==> src/hdl/pan_pkg.sv <==
// Package for the polygon area and normal block.
// Holds the shared widths, payload structs, state enums and axis codes.
// No dependencies.
`default_nettype none
package pan_pkg;

    localparam int COORD_BITS     = 32;
    localparam int FRAC_BITS_DEF  = 16;
    localparam int COUNT_BITS_DEF = 16;
    localparam int SUM_W          = 64;
    localparam int AREA_W         = 48;
    localparam int UNIT_W         = 32;
    localparam int QUEUE_DEPTH    = 2;

    localparam logic [1:0] AXIS_X = 2'd0;
    localparam logic [1:0] AXIS_Y = 2'd1;
    localparam logic [1:0] AXIS_Z = 2'd2;

    typedef struct packed {
        logic signed [COORD_BITS-1:0] vx;
        logic signed [COORD_BITS-1:0] vy;
        logic signed [COORD_BITS-1:0] vz;
        logic                         last_vertex;
    } vertex_t;

    typedef struct packed {
        logic [AREA_W-1:0]        face_area;
        logic signed [UNIT_W-1:0] unit_nx;
        logic signed [UNIT_W-1:0] unit_ny;
        logic signed [UNIT_W-1:0] unit_nz;
        logic [1:0]               dominant_axis;
        logic                     degenerate;
    } face_t;

    typedef logic [2:0][COORD_BITS-1:0] point_t;

    // Closed sums of one face, handed from front to back
    typedef struct packed {
        logic [2:0][SUM_W-1:0] newell;
        logic [2:0][SUM_W-1:0] proj;
        logic                  enough;
    } face_sums_t;

    typedef enum logic [2:0] {
        F_IDLE, F_EDGE, F_PROJ, F_CEDGE, F_CP1, F_CP2, F_PUSH
    } front_state_t;

    typedef enum logic [3:0] {
        B_IDLE, B_SHIFT, B_SQ, B_SQRT, B_DLOAD, B_DIV,
        B_AREA0, B_AREA1, B_AREA2, B_DONE
    } back_state_t;

endpackage
`default_nettype wire

==> src/hdl/pan_queue.sv <==
// Short queue of closed face sums between front and back.
// Depends on pan_pkg.
`default_nettype none
module pan_queue (
    input  logic                clk,
    input  logic                rst_n,
    input  logic                push,
    input  pan_pkg::face_sums_t wr_entry,
    output logic                full,
    input  logic                pop,
    output logic                not_empty,
    output pan_pkg::face_sums_t head
);
    import pan_pkg::*;

    localparam int PTR_W = (QUEUE_DEPTH > 1) ? $clog2(QUEUE_DEPTH) : 1;
    localparam int CNT_W = $clog2(QUEUE_DEPTH + 1);

    face_sums_t entry_reg [QUEUE_DEPTH];
    logic [PTR_W-1:0] wr_ptr_reg, rd_ptr_reg;
    logic [CNT_W-1:0] fill_reg;

    assign full      = (fill_reg == CNT_W'(QUEUE_DEPTH));
    assign not_empty = (fill_reg != '0);
    assign head      = entry_reg[rd_ptr_reg];

    function automatic logic [PTR_W-1:0] wrap_inc(input logic [PTR_W-1:0] p);
        wrap_inc = (p == PTR_W'(QUEUE_DEPTH - 1)) ? '0 : p + PTR_W'(1);
    endfunction

    always_ff @(posedge clk or negedge rst_n)
    begin
        if (!rst_n)
        begin
            wr_ptr_reg <= '0;
            rd_ptr_reg <= '0;
            fill_reg   <= '0;
        end
        else
        begin
            if (push) wr_ptr_reg <= wrap_inc(wr_ptr_reg);
            if (pop)  rd_ptr_reg <= wrap_inc(rd_ptr_reg);
            if (push && !pop)      fill_reg <= fill_reg + CNT_W'(1);
            else if (pop && !push) fill_reg <= fill_reg - CNT_W'(1);
        end
    end

    always_ff @(posedge clk)
    begin
        if (push) entry_reg[wr_ptr_reg] <= wr_entry;
    end

endmodule
`default_nettype wire

==> config.mk <==
export PLATFORM = sky130hd
export DESIGN_NAME = pan_queue
export DESIGN_NICKNAME = d
export VERILOG_FILES = /design/src/hdl/pan_pkg.sv /design/src/hdl/pan_queue.sv
export SDC_FILE = /design/constraint.sdc
export NUM_CORES = 1
export LEC_CHECK = 0
export BUFFER_PORTS_ARGS = -buffer_cell sky130_fd_sc_hd__buf_2
export CORE_AREA = 2 2 304 306
export DETAILED_ROUTE_END_ITERATION = 16
export DIE_AREA = 0 0 306 308
export GPL_TIMING_DRIVEN = 0
export RECOVER_POWER = 25
export SKIP_LAST_GASP = 1
export SLEW_MARGIN = 20
export SYNTH_ARGS = -nofsm -noshare
export SYNTH_HDL_FRONTEND = slang
export SYNTH_SLANG_ARGS = --single-unit
==> constraint.sdc <==
create_clock -name clk -period 24.5 [get_ports clk]
set_input_delay 2.45 -clock clk [delete_from_list [all_inputs] [get_ports clk]]
set_output_delay 2.45 -clock clk [all_outputs]
set_load 0.02 [all_outputs]
==> run_results.csv, run 1 <==
group,metric,value,unit
clock_network,cts_tree,"done",
route,wl,69100,um
pwr,p_leak,13.4,nW
min_path,worstHoldEndpoint,"fill_reg[1]$_DFFE_PN0P_",
timing,period_needed,4.77,ns
route,vias,14687,
final_layout,area_delta_synth_final,30.1,%
synth,netlist_top_cells_count,"edfxtp_1 (770), mux2_2 (385), buf_6 (39)",
global_routing,grt_start_max_net_pins,57,
critical_path,cp_slowest_cell,"mux2_2",
critical_path,crit_path_max_incr_delay,0.38,ns
placed_design,hpwlAfterDp,51300,um
timing,setup_viol,0,
synth,netlist_instances,1214,
synth,yosysWarnings,0,
route,drc,0,
final_layout,post-route-util,40.2,%
pwr,p_per_area,124,nW/um2
clock_network,ctsHoldBuffers,0,
synth,ys_ff_latch,774,
synth,seq_area_frac_synth,82.6,%
timing,fmax,0.210,GHz
critical_path,crit_top_cell,"buf_6",
timing,fin_ws,19.73,ns
clock_network,clk_latency,0.64,ns
critical_path,r2r-end,"entry_reg[0][229]$_DFFE_PP_",
timing,drv_slew,0,
route,wl_per_cell,20.6,um
clock_network,cts_made_buffers,83,
timing,hold_viol,0,
die,core,91000,um2
critical_path,crit_type,"reg -> out",
synth,postSynthAreaPerCell,23.2,um2
critical_path,reg2reg_from,"wr_ptr_reg$_DFFE_PN0P_",
clock_network,htree_levels,3,
job,drv_cap,0,
die,fp.dieW,306,um
synth,netlist_top_cells_area,"edfxtp_1 (82%), mux2_2 (15%), buf_6 (1.6%)",
synth,synth_fp_nets,1604,
timing,finClkSkew,0.0152,ns
placed_design,port_buffers,775,
synth,synth_ff_type,"edfxtp_1",
final_layout,nets,2488,
timing,relSlewSlack,55.8,%
clock_network,clk_path_buf_depth,3,
global_routing,grt_pass1_vias,15720,
run_status,status,"completed",
critical_path,r2r_setup_slack,21.96,ns
timing,fin_tns_setup,0,ns
final_layout,drive_gt1_share,57.6,%
clock_network,cts_setup_buffers,0,
timing,rsz0062_at_grt,"false",
global_routing,antenna_found_initial,16,
critical_path,crit_path_max_fanout,10,
placed_design,gp_congestion,0.809,
min_path,min-delay-start,"fill_reg[1]$_DFFE_PN0P_",
die,start_util,30.9,%
die,fp-row-count,111,
global_routing,grt-ovfl-total,0,
critical_path,worst_setup_path_start_kind,"flop",
global_routing,track_usage,14.1,%
clock_network,cts_sinks,774,
clock_network,cts_resized,0,
placed_design,pre_cts_ws,19.77,ns
clock_network,clockRootBuffer,"clkbuf_16",
route,drt_first_pass_iters,5,
route,drt_iter0_markers,734,
final_layout,num-fill-cells,8227,
final_layout,largest_reg_flops,770,
critical_path,cp.required,22.05,ns
synth,synth_edf_count,770,
synth,synth_area,28100,um2
critical_path,crit_family,"buffers and inverters",
timing,fin_crit_sh,19.5,%
synth,post-synth-top-count-cell,"edfxtp_1",
pwr,ir_worst_vdd,0.0760,mV
die,dieHeight,308,um
min_path,min_path_cells,1,
route,via_per_inst,4.38,
critical_path,r2r_cells,7,
synth,synth_area_leader_cell,"edfxtp_1",
timing,fin_hold_ws,0.473,ns
global_routing,grt_pass1_wl,98100,um
timing,worst_slew_pin_slew,0.663,ns
critical_path,end_kind,"primary output",
synth,async_reset_ff_share,0.517,%
critical_path,worst-path-buf-inv,4,
route,ant_nets,0,
critical_path,worstPathArrival,2.32,ns
synth,synth_top_cell_area_share,82.3,%
die,die-area,94200,um2
die,ios,776,
clock_network,clk_pin_slew,0.06,ns
critical_path,path_cells,"buf_6 > buf_6 > buf_6 > mux2_2 > buf_2",
synth,synth_cell_types,13,
min_path,hp-class,"reg -> reg",
-- how the worst max path moves through the flow --
| stage | startpoint | end | slack (ns) | cells after the start |
|---|---|---|---|---|
| CTS | rd_ptr_reg$_DFFE_PN0P_ | head[136] | 19.59 | 5 |
| global placement | push | entry_reg[0][229]$_DFFE_PP_ | -5.09 | 2 |
| global route | rd_ptr_reg$_DFFE_PN0P_ | head[136] | 19.60 | 5 |
| floorplan | push | entry_reg[0][0]$_DFFE_PP_ | 4.34 | 1 |
| detailed placement | push | entry_reg[0][229]$_DFFE_PP_ | 19.77 | 8 |
| finish | rd_ptr_reg$_DFFE_PN0P_ | head[136] | 19.73 | 5 |
-- stage by stage --
step / cells / power (mW) / area [um2]
after floorplan: 1214 / 2.95 / 28100
after global placement: 3175 / 3.55 / 33500
after CTS: 3346 / 4.61 / 36700
final: 3355 / 4.53 / 36600
after detailed placement: 3199 / 3.39 / 34000
after global routing: 3354 / 4.73 / 36600
-- power by group --
group / internal, mW / switching [mW]
sequential: 1.75 / 0.0490
combinational: 0.601 / 0.924
clock: 0.699 / 0.501
-- placed cells by master (no fill, tap or decap), drive strengths merged, types with 2 or more instances in the layout --
master,synthesis,routed
edfxtp,770,770
bufinv,0,6
xor2,4,4
mux2,385,385
inv,1,5
buf,43,746
dfrtp,4,4
diode,0,9
clkinvlp,0,2
nor2b,2,2
clkbuf,0,198
clkinv,0,33
-- per-layer routing --
layer	vias to the layer above	wire length (um)	global-route usage [%]
met2	552	36300	25.2
li1	6671	-	-
met1	7297	24800	14.9
met4	14	2610	6.85
met5	-	86	0
met3	153	5280	4.51
-- cell type report --
type | count | area, um2 | area share (%)
antenna | 9 | 22.5 | 0.0616
buffer | 43 | 459 | 1.26
clock buffer | 102 | 2190 | 5.99
clock inverter | 45 | 412 | 1.13
inverter | 1 | 3.75 | 0.0103
multi-input combinational | 396 | 4430 | 12.1
sequential | 774 | 23200 | 63.5
tap | 1186 | 1480 | 4.06
timing repair buffer | 799 | 4330 | 11.8
-- logic make-up after synthesis --
| logic type | after synthesis | synth area share, % |
|---|---|---|
| flops | 774 | 82.6 |
| mux | 385 | 15.4 |
| buf+inv | 44 | 1.65 |
| xor+xnor | 5 | 0.156 |
| simple gates | 5 | 0.102 |
| fa+ha+maj | 1 | 0.0445 |
(Power assumes the default switching activity.)
==> inputs of run 2 (changes only) <==
--- a/config.mk
+++ b/config.mk
@@ -5,6 +5,7 @@
 export SDC_FILE = /design/constraint.sdc
 export NUM_CORES = 1
 export LEC_CHECK = 0
+export ABC_AREA = 1
 export BUFFER_PORTS_ARGS = -buffer_cell sky130_fd_sc_hd__buf_2
 export CORE_AREA = 2 2 304 306
 export DETAILED_ROUTE_END_ITERATION = 16
==> constraint.sdc (replaced) <==
create_clock -name clk -period 4.1 [get_ports clk]
set_input_delay 0.41 -clock clk [delete_from_list [all_inputs] [get_ports clk]]
set_output_delay 0.41 -clock clk [all_outputs]
set_load 0.02 [all_outputs]
==> run 2 against run 1 <==
Against the previous run:
- core utilization rose by 4.3 points
- combinational power rose to 6.3 times the previous value
- sequential cell count did not move
- critical path type is now in -> reg
- critical endpoint is now entry_reg[0][32]$_DFFE_PP_
- design area rose by 11%
- critical path depth rose by 5
- power rose to 6.0 times the previous value
- global-route usage rose by 0.55 points
- first-iteration DRC count rose by 25%
==> run_results.csv, run 2 <==
group,metric,value,unit
run_status,status,"completed",
route,wl,71400,um
clock_network,cts_made_buffers,82,
route,ant_nets,0,
critical_path,crit_type,"in -> reg",
pwr,clockPowerShare,25.6,%
synth,synth_xor_area_share,0.0934,%
timing,fin_hold_ws,0.190,ns
critical_path,r2r_cells,7,
critical_path,worst_setup_path_start_kind,"input port",
placed_design,pre_cts_ws,1.22,ns
placed_design,gp_congestion,0.770,
synth,synth_compound_area_share,0,%
clock_network,htree_levels,3,
critical_path,cp.required,4.44,ns
die,ios,776,
die,start_util,30.9,%
synth,synth_fa_ha_area_share,0.0445,%
die,fp.dieW,306,um
pwr,netSwitchingFraction,33.1,%
clock_network,clk_pin_slew,0.06,ns
timing,finClkSkew,0.0207,ns
timing,fin_crit_sh,67.1,%
global_routing,grt-ovfl-total,0,
synth,synth_ff_type,"edfxtp_1",
placed_design,port_buffers,775,
critical_path,crit_top_cell,"buf_12",
pwr,p_per_area,674,nW/um2
synth,yosysWarnings,0,
pwr,ir_worst_vdd,0.495,mV
route,drc,0,
critical_path,worstPathArrival,3.09,ns
critical_path,worst-path-buf-inv,9,
global_routing,track_usage,14.6,%
critical_path,end_kind,"flop",
final_layout,num-fill-cells,7920,
pwr,p_leak,14.9,nW
final_layout,final_common_cell,"edfxtp_1",
final_layout,nets,2891,
synth,async_reset_ff_share,0.517,%
timing,fmax,0.364,GHz
synth,synth_fp_nets,1613,
final_layout,drive_gt1_share,46.3,%
die,die-area,94200,um2
route,via_per_inst,4.33,
critical_path,crit_path_max_incr_delay,0.58,ns
synth,postSynthAreaPerCell,23.0,um2
route,drt_iter0_markers,919,
timing,setup_viol,0,
pwr,seqPwrFrac,39.5,%
route,vias,16282,
final_layout,mostFrequentLayoutCells,"edfxtp_1 (770), buf_2 (601), dlygate4sd3_1 (388)",
timing,fin_ws,1.35,ns
synth,netlist_instances,1223,
synth,synth_area,28100,um2
synth,netlist_top_cells_area,"edfxtp_1 (82%), mux2_2 (15%), buf_6 (1.6%)",
critical_path,crit_family,"buffers and inverters",
timing,drv_slew,0,
clock_network,cts_tree,"done",
synth,synth.area.mux_share,15.4,%
clock_network,clk_latency,0.67,ns
route,wl_per_cell,19.0,um
job,drv_cap,0,
route,drt_first_pass_iters,5,
clock_network,cts_sinks,774,
timing,relSlewSlack,51.3,%
final_layout,area_delta_synth_final,43.8,%
critical_path,path_cells,"dlygate4sd3_1 > buf_2 > inv_1 > nor2_4 > buf_16 > buf_12 > buf_16 > buf_12 > buf_12 > buf_12",
synth,synth_top_family_by_area,"multiplexers",
timing,worst_slew_pin_slew,0.729,ns
synth,synth_area_leader_cell,"edfxtp_1",
global_routing,grt_pass1_wl,104000,um
global_routing,grt_start_max_net_pins,35,
synth,seq_area_frac_synth,82.6,%
final_layout,regArea,23200,um2
pwr,switching_power,9.03,mW
clock_network,clockRootBuffer,"clkbuf_16",
timing,hold_viol,0,
pwr,internal_power,18.2,mW
critical_path,cp_slowest_cell,"nor2_4",
timing,period_needed,2.75,ns
synth,synthSimpleGateAreaFrac,0.147,%
synth,ys_ff_latch,774,
global_routing,grt_pass1_vias,17818,
timing,rsz0062_at_grt,"false",
final_layout,largest_reg_flops,770,
die,fp-row-count,111,
pwr,power_frac_comb,35.0,%
synth,synth_top_cell_area_share,82.2,%
die,core,91000,um2
die,dieHeight,308,um
placed_design,hpwlAfterDp,50600,um
final_layout,multi_input_area,4430,um2
synth,netlist_top_cells_count,"edfxtp_1 (770), mux2_2 (385), buf_6 (39), inv_1 (7), nand2_1 (6)",
critical_path,cp.depth,10,
synth,synth_edf_count,770,
synth,post-synth-top-count-cell,"edfxtp_1",
clock_network,cts_resized,0,
synth,synth_cell_types,13,
critical_path,crit_path_max_fanout,27,
global_routing,antenna_found_initial,7,
min_path,hp-class,"in -> async",
clock_network,clk_path_buf_depth,3,
## run 2: cell type report
class	count	area share [%]
plain buffers	43	1.14
inverters	7	0.0743
well taps	1186	3.67
multi-input cells	399	10.9
diodes	3	0.0186
clock buffers	100	5.29
flip-flops and latches	774	57.4
clock inverters	52	0.984
repair buffers	1194	20.4
## run 2: power by group through the flow
stage / Combinational, mW / Clock [mW] / Sequential [mW]
detailed placement: 9.35 / 0 / 10.9
floorplan: 5.83 / 0 / 11.2
finish: 9.54 / 6.97 / 10.8
CTS: 9.71 / 7.17 / 10.8
global route: 10.1 / 7.49 / 10.9
global placement: 8.67 / 0 / 11.4
## run 2: layer usage
layer / vias to the layer above / share of wire [%] / global-route usage [%]
li1: 7489 / - / -
met1: 8032 / 36 / 15.4
met2: 624 / 53 / 26.8
met3: 133 / 7.4 / 4.43
met4: 4 / 3.5 / 6.26
met5: - / 0.038 / 0
## run 2: stage by stage
step / utilization (%) / TNS, ns / instance area, um2 / power, mW / instances
floorplan: - / -1938.75 / 28100 / 17.1 / 1223
global placement: 36.8 / -4437.77 / 33500 / 20.0 / 3184
detailed placement: 37.6 / 0 / 34200 / 20.3 / 3215
CTS: 44.7 / 0 / 40600 / 27.7 / 3755
global route: 44.5 / 0 / 40400 / 28.4 / 3758
finish: 44.5 / 0 / 40400 / 27.3 / 3758
## run 2: final timing paths
check | slack (ns) | startpoint | end
setup / recovery | 1.35 | push | entry_reg[0][32]$_DFFE_PP_
hold / removal | 0.19 | rst_n | fill_reg[1]$_DFFE_PN0P_
setup reg to reg | 1.45 | wr_ptr_reg$_DFFE_PN0P_ | entry_reg[0][32]$_DFFE_PP_
hold reg to reg | 0.49 | fill_reg[1]$_DFFE_PN0P_ | fill_reg[1]$_DFFE_PN0P_
max in group asynchronous | 3.72 | rst_n | rd_ptr_reg$_DFFE_PN0P_
min in group clk | 0.48 | wr_entry[146] | entry_reg[0][146]$_DFFE_PP_
## run 2: what timing repair did
item | in CTS | in global routing
hold buffers | 388 | 0
endpoints found under the hold margin | 776 | 0
setup buffers | 0 | 0
endpoints found under the setup margin | 0 | 0
## run 2: cell families (layout without fill, tap and decap cells)
kind of cell / after synthesis / after routing
XOR/XNOR: 3 / 3
adder cells (fa/ha/maj): 1 / 1
buffers and inverters: 50 / 1396
flip-flops: 774 / 774
multiplexers: 385 / 385
other: 0 / 3
AND/OR/NAND/NOR: 10 / 10
